$ cat config.mk
export PLATFORM = sky130hd
export DESIGN_NAME = utf8_text_normalizer_unit
export DESIGN_NICKNAME = d
export VERILOG_FILES = /design/src/rtl/utn_pkg.sv /design/src/rtl/utn_front.sv /design/src/rtl/utn_fifo.sv /design/src/rtl/utn_back.sv /design/src/rtl/utf8_text_normalizer_unit.sv
export SDC_FILE = /design/constraint.sdc
export NUM_CORES = 1
export LEC_CHECK = 0
export ABC_CLOCK_PERIOD_IN_PS = 9500
export BUFFER_PORTS_ARGS = -buffer_cell sky130_fd_sc_hd__buf_2
export CAP_MARGIN = 40
export CORE_MARGIN = 1.5
export CORE_UTILIZATION = 45
export DETAILED_ROUTE_END_ITERATION = 10
export SLEW_MARGIN = 30
export SYNTH_ARGS = -nofsm -noshare
export SYNTH_HDL_FRONTEND = slang
export SYNTH_HIERARCHICAL = 1
export SYNTH_SLANG_ARGS = --single-unit
$ cat constraint.sdc
create_clock -name clk -period 9.5 [get_ports clk]
set_clock_uncertainty 0.15 [all_clocks]
set_input_delay 0.95 -clock clk [delete_from_list [all_inputs] [get_ports clk]]
set_output_delay 0.95 -clock clk [all_outputs]
set_load 0.02 [all_outputs]
$ cat src/rtl/utn_pkg.sv
`default_nettype none
package utn_pkg;

  localparam int CFG_IDX_W = 2;
  localparam int CP_W      = 21;

  typedef struct packed {
    logic [7:0] in_byte;
    logic       text_last;
  } in_item_t;

  typedef struct packed {
    logic [7:0] out_byte;
    logic       byte_present;
    logic       run_last;
    logic       text_end;
  } out_item_t;

  typedef struct packed {
    logic add_leading_space;
    logic collapse_whitespace;
    logic escape_spaces;
  } cfg_t;

  // one input byte's worth of code points: code0 is the only wide one,
  // the others are single bytes taken alone
  typedef struct packed {
    logic [CP_W-1:0] code0;
    logic [2:0][7:0] cbyte;
    logic [3:0]      emit;
    logic [3:0]      swal;
    logic            last;
  } work_t;

endpackage
`default_nettype wire

$ cat src/rtl/utn_front.sv
`default_nettype none
module utn_front (
  input  logic              clk,
  input  logic              rst_n,
  input  logic              acc,
  input  utn_pkg::in_item_t item,
  input  utn_pkg::cfg_t     cfg,
  output logic              wr,
  output utn_pkg::work_t    work
);
  import utn_pkg::*;

  localparam logic [CP_W-1:0] CP_IDEO_SPACE = 21'h3000;
  localparam logic [CP_W-1:0] CP_FW_LO      = 21'hFF01;
  localparam logic [CP_W-1:0] CP_FW_HI      = 21'hFF5E;
  localparam logic [CP_W-1:0] CP_FW_OFS     = 21'hFEE0;
  localparam logic [CP_W-1:0] CP_SPACE      = 21'h20;

  function automatic logic is_ws(input logic [CP_W-1:0] c);
    return (c == CP_SPACE) || (c >= 21'h09 && c <= 21'h0D) || (c == 21'h85) ||
           (c == 21'hA0) || (c == 21'h1680) || (c >= 21'h2000 && c <= 21'h200A) ||
           (c == 21'h2028) || (c == 21'h2029) || (c == 21'h202F) ||
           (c == 21'h205F) || (c == CP_IDEO_SPACE);
  endfunction

  logic [7:0]      lead_r, lead_nxt;
  logic [2:0]      seq_len_r, seq_len_nxt;
  logic [1:0]      cnt_r, cnt_nxt;
  logic [1:0][7:0] cont_r, cont_nxt;

  logic [7:0]      b;
  logic            last, pending, is_cont, store, done_seq, pre_inc, b_inc;
  logic [2:0]      blen, pcnt, count;
  logic [3:0][7:0] items;
  logic [CP_W-1:0] v, raw0, mapped;
  logic [3:0]      ws;

  always_comb begin
    b       = item.in_byte;
    last    = item.text_last;
    pending = seq_len_r != 3'd0;
    is_cont = b[7:6] == 2'b10;
    if (b[7:5] == 3'b110) begin
      blen = 3'd2;
    end else if (b[7:4] == 4'b1110) begin
      blen = 3'd3;
    end else if (b[7:3] == 5'b11110) begin
      blen = 3'd4;
    end else begin
      blen = 3'd1;
    end
    store    = pending && is_cont && (({1'b0, cnt_r} + 3'd1) < (seq_len_r - 3'd1));
    done_seq = pending && is_cont && !store;
    pre_inc  = (pending && !is_cont) || (store && last);
    if (done_seq) begin
      b_inc = 1'b0;
    end else if (store) begin
      b_inc = last;
    end else begin
      b_inc = (blen == 3'd1) || last;
    end
    pcnt  = pre_inc ? ({1'b0, cnt_r} + 3'd1) : 3'd0;
    count = done_seq ? 3'd1 : (pcnt + {2'b00, b_inc});

    items[0] = (pcnt > 3'd0) ? lead_r : b;
    items[1] = (pcnt > 3'd1) ? cont_r[0] : b;
    items[2] = (pcnt > 3'd2) ? cont_r[1] : b;
    items[3] = b;

    case (seq_len_r)
      3'd2:    v = {10'd0, lead_r[4:0], b[5:0]};
      3'd3:    v = {5'd0, lead_r[3:0], cont_r[0][5:0], b[5:0]};
      default: v = {lead_r[2:0], cont_r[0][5:0], cont_r[1][5:0], b[5:0]};
    endcase

    raw0 = done_seq ? v : {13'd0, items[0]};
    if (raw0 == CP_IDEO_SPACE) begin
      mapped = CP_SPACE;
    end else if (raw0 >= CP_FW_LO && raw0 <= CP_FW_HI) begin
      mapped = raw0 - CP_FW_OFS;
    end else begin
      mapped = raw0;
    end

    ws[0] = is_ws(mapped);
    for (int i = 1; i < 4; i++) begin
      ws[i] = is_ws({13'd0, items[i]});
    end

    work.code0 = mapped;
    for (int i = 0; i < 3; i++) begin
      work.cbyte[i] = items[i+1];
    end
    for (int i = 0; i < 4; i++) begin
      work.emit[i] = (3'(i) < count) && !(ws[i] && cfg.collapse_whitespace);
      work.swal[i] = (3'(i) < count) && ws[i] && cfg.collapse_whitespace;
    end
    work.last = last;
    wr        = acc && ((count != 3'd0) || last);
  end

  always_comb begin
    lead_nxt    = lead_r;
    seq_len_nxt = seq_len_r;
    cnt_nxt     = cnt_r;
    cont_nxt    = cont_r;
    if (acc) begin
      if (last) begin
        seq_len_nxt = 3'd0;
        cnt_nxt     = 2'd0;
      end else if (store) begin
        cont_nxt[cnt_r[0]] = b;
        cnt_nxt            = cnt_r + 2'd1;
      end else if (done_seq || blen == 3'd1) begin
        seq_len_nxt = 3'd0;
        cnt_nxt     = 2'd0;
      end else begin
        lead_nxt    = b;
        seq_len_nxt = blen;
        cnt_nxt     = 2'd0;
      end
    end
  end

  always_ff @(posedge clk) begin
    if (!rst_n) begin
      seq_len_r <= 3'd0;
      cnt_r     <= 2'd0;
    end else begin
      seq_len_r <= seq_len_nxt;
      cnt_r     <= cnt_nxt;
    end
  end

  always_ff @(posedge clk) begin
    lead_r <= lead_nxt;
    cont_r <= cont_nxt;
  end

endmodule
`default_nettype wire

$ cat src/rtl/utn_fifo.sv
`default_nettype none
module utn_fifo #(
  parameter int DEPTH = 4
) (
  input  logic           clk,
  input  logic           rst_n,
  input  logic           wr,
  input  utn_pkg::work_t wdata,
  input  logic           rd,
  output utn_pkg::work_t rdata,
  output logic           full,
  output logic           valid
);
  import utn_pkg::*;

  localparam int PW = $clog2(DEPTH);
  localparam int CW = $clog2(DEPTH + 1);

  work_t         mem_r [DEPTH];
  work_t         rdata_r;
  logic [PW-1:0] wp_r, wp_nxt;
  logic [PW-1:0] rp_r, rp_nxt;
  logic [CW-1:0] cnt_r, cnt_nxt;

  always_comb begin
    wp_nxt  = wp_r;
    rp_nxt  = rp_r;
    if (wr) begin
      wp_nxt = (wp_r == PW'(DEPTH - 1)) ? '0 : wp_r + PW'(1);
    end
    if (rd) begin
      rp_nxt = (rp_r == PW'(DEPTH - 1)) ? '0 : rp_r + PW'(1);
    end
    cnt_nxt = cnt_r + CW'(wr) - CW'(rd);
    full    = cnt_r == CW'(DEPTH);
    valid   = cnt_r != '0;
    rdata   = rdata_r;
  end

  always_ff @(posedge clk) begin
    if (!rst_n) begin
      wp_r  <= '0;
      rp_r  <= '0;
      cnt_r <= '0;
    end else begin
      wp_r  <= wp_nxt;
      rp_r  <= rp_nxt;
      cnt_r <= cnt_nxt;
    end
  end

  // hold the head entry; take the incoming transfer when it lands there
  always_ff @(posedge clk) begin
    if (wr) begin
      mem_r[wp_r] <= wdata;
    end
    if (wr && wp_r == rp_nxt) begin
      rdata_r <= wdata;
    end else begin
      rdata_r <= mem_r[rp_nxt];
    end
  end

endmodule
`default_nettype wire

$ cat src/rtl/utn_back.sv
`default_nettype none
module utn_back (
  input  logic               clk,
  input  logic               rst_n,
  input  utn_pkg::cfg_t      cfg,
  input  logic               valid,
  input  utn_pkg::work_t     work,
  output logic               rd,
  input  logic               pop,
  output logic               empty,
  output utn_pkg::out_item_t out_item
);
  import utn_pkg::*;

  localparam logic [7:0] SPACE = 8'h20;
  localparam logic [7:0] ESC0  = 8'hE2;
  localparam logic [7:0] ESC1  = 8'h96;
  localparam logic [7:0] ESC2  = 8'h81;

  typedef struct packed {
    logic [3:0][7:0] b;
    logic [2:0]      n;
  } enc_t;

  function automatic enc_t encode(input logic [CP_W-1:0] c);
    enc_t e;
    e.b = '0;
    if (c <= 21'h7F) begin
      e.b[0] = c[7:0];
      e.n    = 3'd1;
    end else if (c <= 21'h7FF) begin
      e.b[0] = {3'b110, c[10:6]};
      e.b[1] = {2'b10, c[5:0]};
      e.n    = 3'd2;
    end else if (c <= 21'hFFFF) begin
      e.b[0] = {4'b1110, c[15:12]};
      e.b[1] = {2'b10, c[11:6]};
      e.b[2] = {2'b10, c[5:0]};
      e.n    = 3'd3;
    end else begin
      e.b[0] = {5'b11110, c[20:18]};
      e.b[1] = {2'b10, c[17:12]};
      e.b[2] = {2'b10, c[11:6]};
      e.b[3] = {2'b10, c[5:0]};
      e.n    = 3'd4;
    end
    return e;
  endfunction

  logic [2:0] pos_r, pos_nxt;
  logic [2:0] slot_r, slot_nxt;
  logic [1:0] sub_r, sub_nxt;
  logic       held_r, held_nxt;
  logic       started_r, started_nxt;
  logic       out_valid_r, out_valid_nxt;
  out_item_t  out_r, out_nxt;

  logic [3:0]      ge, lt_k, gt_k, emit_rem;
  logic [1:0]      k;
  logic            has_emit, skip_ws, more_emit, tail_swal, rem_swal;
  logic [CP_W-1:0] cp;
  enc_t            enc;
  logic            held_eff, pre, esc, lb_done, code_done, fin, out_free, fire;
  logic [2:0]      eff_slot;
  logic [7:0]      lb, raw;

  always_comb begin
    for (int i = 0; i < 4; i++) begin
      ge[i] = 3'(i) >= pos_r;
    end
    emit_rem = work.emit & ge;
    has_emit = |emit_rem;
    if (emit_rem[0]) begin
      k = 2'd0;
    end else if (emit_rem[1]) begin
      k = 2'd1;
    end else if (emit_rem[2]) begin
      k = 2'd2;
    end else begin
      k = 2'd3;
    end
    for (int i = 0; i < 4; i++) begin
      lt_k[i] = 2'(i) < k;
      gt_k[i] = 2'(i) > k;
    end
    skip_ws   = |(work.swal & ge & lt_k);
    more_emit = |(work.emit & gt_k);
    tail_swal = |(work.swal & gt_k);
    rem_swal  = |(work.swal & ge);

    cp  = (k == 2'd0) ? work.code0 : {13'd0, work.cbyte[k - 2'd1]};
    enc = encode(cp);

    held_eff = held_r || (skip_ws && started_r);
    pre      = held_eff || (!started_r && cfg.add_leading_space && enc.b[0] != SPACE);
    eff_slot = (slot_r == 3'd0 && !pre) ? 3'd1 : slot_r;
    lb       = (eff_slot == 3'd0) ? SPACE : enc.b[2'(eff_slot - 3'd1)];
    esc      = cfg.escape_spaces && lb == SPACE;
    case (sub_r)
      2'd0:    raw = esc ? ESC0 : lb;
      2'd1:    raw = ESC1;
      default: raw = ESC2;
    endcase
    lb_done   = !esc || sub_r == 2'd2;
    code_done = lb_done && eff_slot == enc.n;
    fin       = code_done && !more_emit;

    out_free = !out_valid_r || pop;
    fire     = valid && ((!has_emit && !work.last) || out_free);
    rd       = fire && (!has_emit || fin);
  end

  always_comb begin
    pos_nxt       = pos_r;
    slot_nxt      = slot_r;
    sub_nxt       = sub_r;
    held_nxt      = held_r;
    started_nxt   = started_r;
    out_valid_nxt = out_valid_r;
    out_nxt       = out_r;
    if (pop) begin
      out_valid_nxt = 1'b0;
    end
    if (fire) begin
      if (has_emit) begin
        out_valid_nxt        = 1'b1;
        out_nxt.out_byte     = raw;
        out_nxt.byte_present = 1'b1;
        out_nxt.run_last     = fin;
        out_nxt.text_end     = fin && work.last;
        if (!lb_done) begin
          sub_nxt  = sub_r + 2'd1;
          slot_nxt = eff_slot;
        end else if (!code_done) begin
          sub_nxt  = 2'd0;
          slot_nxt = eff_slot + 3'd1;
        end else begin
          sub_nxt     = 2'd0;
          slot_nxt    = 3'd0;
          pos_nxt     = {1'b0, k} + 3'd1;
          held_nxt    = 1'b0;
          started_nxt = 1'b1;
          if (!more_emit) begin
            pos_nxt  = 3'd0;
            held_nxt = tail_swal;
            if (work.last) begin
              held_nxt    = 1'b0;
              started_nxt = 1'b0;
            end
          end
        end
      end else begin
        pos_nxt  = 3'd0;
        held_nxt = held_r || (started_r && rem_swal);
        if (work.last) begin
          held_nxt             = 1'b0;
          started_nxt          = 1'b0;
          out_valid_nxt        = 1'b1;
          out_nxt.out_byte     = 8'h00;
          out_nxt.byte_present = 1'b0;
          out_nxt.run_last     = 1'b1;
          out_nxt.text_end     = 1'b1;
        end
      end
    end
  end

  always_ff @(posedge clk) begin
    if (!rst_n) begin
      pos_r       <= 3'd0;
      slot_r      <= 3'd0;
      sub_r       <= 2'd0;
      held_r      <= 1'b0;
      started_r   <= 1'b0;
      out_valid_r <= 1'b0;
    end else begin
      pos_r       <= pos_nxt;
      slot_r      <= slot_nxt;
      sub_r       <= sub_nxt;
      held_r      <= held_nxt;
      started_r   <= started_nxt;
      out_valid_r <= out_valid_nxt;
    end
  end

  always_ff @(posedge clk) begin
    out_r <= out_nxt;
  end

  assign empty    = !out_valid_r;
  assign out_item = out_r;

endmodule
`default_nettype wire

$ cat src/rtl/utf8_text_normalizer_unit.sv
// Channel   Handshake           Payload
// input     push / full         in_item  (in_byte, text_last)
// result    pop / empty         out_item (out_byte, byte_present, run_last, text_end)
// config    cfg_we, cfg_idx     cfg_data (bit 0)
//
// Input bytes are taken one per cycle while the work queue has room.
// The back end writes one result byte per cycle while its result register is free or popped;
// an item yields 1 to 12 result bytes there, or none.
// Sustained rate is set by the single result byte port behind the back end.
// Reset is synchronous, active low: queue emptied, config bits back to 1.
// A stalled result side fills the queue and then raises full.
`default_nettype none
module utf8_text_normalizer_unit #(
  parameter int FIFO_DEPTH = 4
) (
  input  logic                            clk,
  input  logic                            rst_n,
  input  logic                            push,
  output logic                            full,
  input  utn_pkg::in_item_t               in_item,
  input  logic                            pop,
  output logic                            empty,
  output utn_pkg::out_item_t              out_item,
  input  logic                            cfg_we,
  input  logic [utn_pkg::CFG_IDX_W-1:0]   cfg_idx,
  input  logic                            cfg_data
);
  import utn_pkg::*;

  localparam logic [CFG_IDX_W-1:0] CFG_ADD_LEADING_SPACE   = 2'd0;
  localparam logic [CFG_IDX_W-1:0] CFG_COLLAPSE_WHITESPACE = 2'd1;
  localparam logic [CFG_IDX_W-1:0] CFG_ESCAPE_SPACES       = 2'd2;

  cfg_t  cfg_r, cfg_nxt;
  logic  acc, wr, rd, q_valid;
  work_t wdata, rdata;

  always_comb begin
    cfg_nxt = cfg_r;
    if (cfg_we) begin
      case (cfg_idx)
        CFG_ADD_LEADING_SPACE:   cfg_nxt.add_leading_space   = cfg_data;
        CFG_COLLAPSE_WHITESPACE: cfg_nxt.collapse_whitespace = cfg_data;
        CFG_ESCAPE_SPACES:       cfg_nxt.escape_spaces       = cfg_data;
        default:                 cfg_nxt = cfg_r;
      endcase
    end
  end

  always_ff @(posedge clk) begin
    if (!rst_n) begin
      cfg_r <= '1;
    end else begin
      cfg_r <= cfg_nxt;
    end
  end

  assign acc = push && !full;

  utn_front u_front (
    .clk   (clk),
    .rst_n (rst_n),
    .acc   (acc),
    .item  (in_item),
    .cfg   (cfg_r),
    .wr    (wr),
    .work  (wdata)
  );

  utn_fifo #(
    .DEPTH (FIFO_DEPTH)
  ) u_fifo (
    .clk   (clk),
    .rst_n (rst_n),
    .wr    (wr),
    .wdata (wdata),
    .rd    (rd),
    .rdata (rdata),
    .full  (full),
    .valid (q_valid)
  );

  utn_back u_back (
    .clk      (clk),
    .rst_n    (rst_n),
    .cfg      (cfg_r),
    .valid    (q_valid),
    .work     (rdata),
    .rd       (rd),
    .pop      (pop),
    .empty    (empty),
    .out_item (out_item)
  );

endmodule
`default_nettype wire

# Word-level counts from Yosys, hierarchy flattened
# Memory sizes are Yosys's and may differ from the RTL's. A register that Yosys moved wholly into a read port is not among the register bits.
# Index checks and enable logic that the tools add are counted.
[word_totals] memories=1 word_cells=302 out_inout_bits=13 in_bits=17 mem_bits_rw=216 reg_bits=61
[classes] eq_ne=39 bitwise_logic=8 add_sub_neg=14 muxes=70 n_reduce_logical=110 n_lt_le_gt_ge=39
[mem_list] memory="u_fifo.mem_r" words=4 width=54 rd=1 rd_ports_with_merged_regs=1 write_ports=1 line="utn_fifo.sv:19" rtl="work_t mem_r [DEPTH];"
[ops] cell="21-bit by 14-bit equality test with 1-bit output, second input constant" count=6
[ops] cell="21-bit two-way mux" count=4
[ops] cell="8-bit two-way mux" count=9
[ops] cell="8-bit equality test, second input constant" count=6
[ops] cell="3-bit two-way mux" count=15
[ops] cell="21-bit by 8-bit equality test with 1-bit output, second input constant" count=2
[ops] cell="21-bit by 16-bit <= comparator with 1-bit output, second input constant" count=2
[ops] cell="1-bit logical AND" count=42
[ops] cell="21-bit one-hot mux with 2 select lines" count=1
[ops] cell="11-bit two-way mux" count=3
[ops] cell="8-bit binary-select mux with 2-bit select" count=2
[ops] cell="8-bit by 6-bit equality test with 1-bit output, second input constant" count=4
[ops] cell="1-bit logical OR" count=30
[ops] cell="25-bit two-way mux" count=1
[ops] cell="8-bit by 4-bit >= comparator with 1-bit output, second input constant" count=3
[ops] cell="8-bit by 4-bit <= comparator with 1-bit output, second input constant" count=3
[ops] cell="24-bit two-way mux" count=1
[ops] cell="21-bit by 13-bit equality test with 1-bit output, second input constant" count=1
[ops] cell="21-bit by 6-bit equality test with 1-bit output, second input constant" count=1
[ops] cell="21-bit by 14-bit >= comparator with 1-bit output, second input constant" count=1
[ops] cell="21-bit by 16-bit >= comparator with 1-bit output, second input constant" count=1
[ops] cell="21-bit by 4-bit >= comparator with 1-bit output, second input constant" count=1
[ops] cell="21-bit by 11-bit <= comparator with 1-bit output, second input constant" count=1
[ops] cell="21-bit by 14-bit <= comparator with 1-bit output, second input constant" count=1
[ops] cell="other kinds (52)" count=139

# Longest topological paths before layout
[depth] depth_word=32 ltp_mapped=35 ltp_nobuf=32

# Cells and area by module
# Netlist, hierarchy kept.
[modules_own_cells] module="utn_fifo" cells_each=326 seq_area_each_um2=6666.4 instances=1 area_each_um2=8313.0
[modules_own_cells] module="utn_front" cells_each=355 seq_area_each_um2=820.8 instances=1 area_each_um2=3193.1
[modules_own_cells] module="utn_back" cells_each=369 seq_area_each_um2=550.5 instances=1 area_each_um2=2705.1
[modules_own_cells] module="utf8_text_normalizer_unit" cells_each=14 seq_area_each_um2=60.1 instances=1 area_each_um2=148.9

# Least setup slack after synthesis
# No wires, ideal clock.
[synth_timing] path_type="reg2reg" from="register with a tool-made name" to="register u_fifo.cnt_r[2]" required_ns=9.286 stages_incl_launch_ff=35 arrival_time_ns=7.279 period_less_slack_ns=7.494 setup_ns=0.064 path_buffers=4 path_slack_ns=2.006 path_cell_list="dfxtp_1 -> buf_6 -> buf_12 -> mux4_2 -> nor2b_1 -> o31a_1 -> nand2_1 -> ha_1 -> clkbuf_1 -> mux2i_1 -> a41oi_1 -> a21oi_1 -> a21oi_1 -> mux2i_1 -> nand4_4 -> nand2_2 -> inv_2 -> ha_1 -> nor2b_1 -> clkbuf_1 -> nor2_1 -> o221ai_1 -> nand2_1 -> nand4b_1 -> a211oi_1 -> o22ai_2 -> nor4b_4 -> o31ai_4 -> a21boi_1 -> ha_1 -> inv_1 -> ha_1 -> fa_1 -> xor3_1 -> nor2_1"
[synth_rtl] element="end signal: assignment" line="utn_fifo.sv:48" rtl="cnt_r <= cnt_nxt;"
[synth_rtl] element="end: declaration" line="utn_fifo.sv:23" rtl="logic [CW-1:0] cnt_r, cnt_nxt;"

==> impl_metrics.toml <==
[outcome]
outcome = "finished, final reports clean"

[grt]
overflow = 0
grt_max_degree = 55
grt_pass1_vias = 8875
grt_pass1_wl_um = 54300
antenna_found_initial = 0
track_usage_pct = 21.7

[logic_synthesis]
synth.avg_cell_area_um2 = 13.5
yosys_most_used_dff = "edfxtp_1"
synth.distinct_cells = 114
synth_fp_nets = 1109
yosysWarnings = 6
netlist_area_um2 = 14400
synth_cells = 1064
synth-seq-area-share_pct = 56.4
ys_seq_elements = 279
synth_edf_count = 251
synthArstFlopShare_pct = 0

[worst_setup_path]
reg2reg_depth = 32
timing.rr.end = "u_fifo/cnt_r[2]"
cp_slowest_cell = "dfxtp_4"
slowest_delay_ps = 620
critPathMostFrequentCell = "ha_1"
end_kind = "register"
r2r_slack_ps = 860
required_ps = 9850
critical_path_class = "register to register"
cp_max_fo = 21
worstPathArrival_ps = 8990
cp-start-kind = "register"

[detailed_routing]
wire_per_inst_um = 23.4
finalWirelength_um = 35500
drcViolationCount = 0
initialDrtViolationCount = 872
firstDrtPassIters = 5
via_count = 9254
ant_nets = 0
viasPerCell = 6.09

[clock_tree]
clk_latency_ps = 560
htreeDepth = 1
cts_buffers = 30
postCtsSetupRepairBufs = 0
hold_buffers = 0
clock-sinks = 279
root_buffer = "clkbuf_16"
path_clk_slew_ps = 60
cts_max_path_buffers = 3
cts_tree = "done"
cts-resized-gates = 0

[pwr]
p_leak_nw = 5.32
powerDensity_nw_per_um2 = 284
ir_worst_vdd_v = 0.000139

[floorplan]
io_pins = 30
core_um2 = 31500
row_count = 65
die_area_um2 = 33000
die_y_um = 182
die_w_um = 182
initial_core_util_pct = 45.6

[min_path]
hold_depth = 2
hold_end = "u_back/sub_r[0]"
min_path_type = "register to register"
hp-start = "u_back/sub_r[0]"

[sta]
hold_viol_final = 0
rsz0062_at_grt = "no"
worst_pin_slew_ps = 859
fin_tns_setup_ps = 0
fin_crit_ps = 8640
fmax_mhz = 116
worst_hold_slack_ps = 339
worst_slew_margin_rel_pct = 42.5
min_period_over_period_pct = 90.9
report.final.slew_viol_count = 0
setup_viol = 0

[cells_and_area]
drive_above_1_share_pct = 19.9
fillers = 2654
syn2layout_area_growth_pct = 9.92
ff_latch_area_um2 = 8100
multi_input_area_um2 = 5640
nets = 1139
diodes = 0
final_cells = 1520

[job]
drv_cap = 0

[place]
routabilityCongestion = 0.910
port_buffers = 29
placed_cells = 1460
hpwl_um = 24900
## layout make-up
type / count / share of cell area [%]
Timing Repair Buffer: 50 / 2.24
Multi-Input combinational cell: 679 / 35.7
Tap cell: 402 / 3.19
Inverter: 54 / 1.28
Clock inverter: 21 / 1.35
Clock buffer: 35 / 4.88
Sequential cell: 279 / 51.3
## critical path: cells and delay by family (launching register included)
kind                       cells  cell delay (ps)
AOI/OAI and AO/OA              9             2150
and+or+nand+nor               10             1990
adders and majority gates      5             1480
muxes                          3             1300
DFF                            1              620
buffers and inverters          4              530
xor gates and xnor gates       1              360
## cells in the mapped netlist (7+ instances only)
cell,number,area (µm²)
o211ai_1,10,75.1
a22oi_1,14,105
nor2_1,77,289
a211oi_1,7,52.6
clkbuf_1,15,56.3
a31oi_1,14,87.6
nand3_1,18,90.1
dfxtp_1,28,561
nor2b_1,19,119
inv_1,49,184
nand4_1,10,62.6
nand2b_1,10,62.6
mux4_2,50,1130
and2_1,13,81.3
o21ai_1,7,35.0
mux2_2,17,191
a21oi_1,46,230
edfxtp_1,251,7540
nor4_1,13,81.3
o31ai_1,7,52.6
nand2_1,69,259
mux2i_1,31,310
buf_4,10,75.1
ha_1,27,338
nor3_1,19,95.1
o21ai_0,25,125
and3_1,11,68.8
buf_6,7,78.8
buf_2,7,35.0
## flip-flops by register name (all words and copies together) (netlist names), 2 cells and up, named ones only
signal / count
u_fifo/wp_r: 2
u_back/pos_r: 3
u_back/slot_r: 3
u_front/lead_r: 8
u_fifo/rp_r: 2
u_fifo/mem_r: 216
u_front/seq_len_r: 3
cfg_r: 3
u_back/sub_r: 2
u_fifo/cnt_r: 3
u_front/cont_r: 16
u_back/out_item: 11
u_front/cnt_r: 2
## worst max-delay path by stage
stage	end	depth (start not counted)	slack, ps
2_1_floorplan	u_fifo/cnt_r[2]	34	2010
3_3_place_gp	u_fifo/cnt_r[2]	32	1050
3_5_place_dp	u_fifo/cnt_r[2]	33	990
4_1_cts	u_fifo/cnt_r[2]	32	930
5_1_grt	u_fifo/cnt_r[2]	32	300
6_report	u_fifo/cnt_r[2]	32	860
## logic make-up after synthesis
logic type,share of synthesized area (%)
AOI/OAI and AO/OA,11.4
xor gates and xnor gates,0.349
buffers and inverters,4.39
muxes,12.2
adders and majority gates,2.49
and+or+nand+nor,12.7
DFF,56.4
## report_power, final
group / switching, W / internal (W) / total, W
Clock: 0.000483 / 0.000666 / 0.00115
Sequential: 0.0000624 / 0.00150 / 0.00156
Combinational: 0.00111 / 0.000662 / 0.00177
Total: 0.00165 / 0.00283 / 0.00448
## routing by layer
metal / up-vias / share of wire (%) / GRT usage [%]
met5: - / 0 / 0
met3: 58 / 4.9 / 2.53
met2: 306 / 48 / 36.0
met1: 4648 / 45 / 30.4
met4: 0 / 2.3 / 5.83
li1: 4242 / - / -
## metrics by stage
stage	worst slack, ps	power (W)	util (%)	cell area [µm²]
finish	862	0.00448	50.1	15800
global route	299	0.00469	50.1	15800
CTS	927	0.00448	49.9	15700
detailed placement	988	0.00332	46.8	14700
global placement	1050	0.00334	46.8	14700
floorplan	2010	0.00289	-	14400
## layout by cell type (no fill, tap or decap), drive strengths merged, types with 9 or more instances in the layout
| master | count |
|---|---|
| mux2 | 17 |
| nand2b | 12 |
| buf | 50 |
| inv | 54 |
| nand3 | 18 |
| o21ai | 36 |
| nor2b | 21 |
| nor3 | 21 |
| mux4 | 54 |
| ha | 27 |
| and2 | 16 |
| o211ai | 11 |
| a22oi | 15 |
| clkbuf | 35 |
| clkinv | 14 |
| nor2 | 79 |
| a31oi | 14 |
| mux2i | 32 |
| and3 | 12 |
| dfxtp | 28 |
| nor3b | 9 |
| nand4 | 11 |
| edfxtp | 251 |
| nand2 | 71 |
| a21oi | 48 |
| nor4 | 15 |
Power figures use the tool's default switching activity.
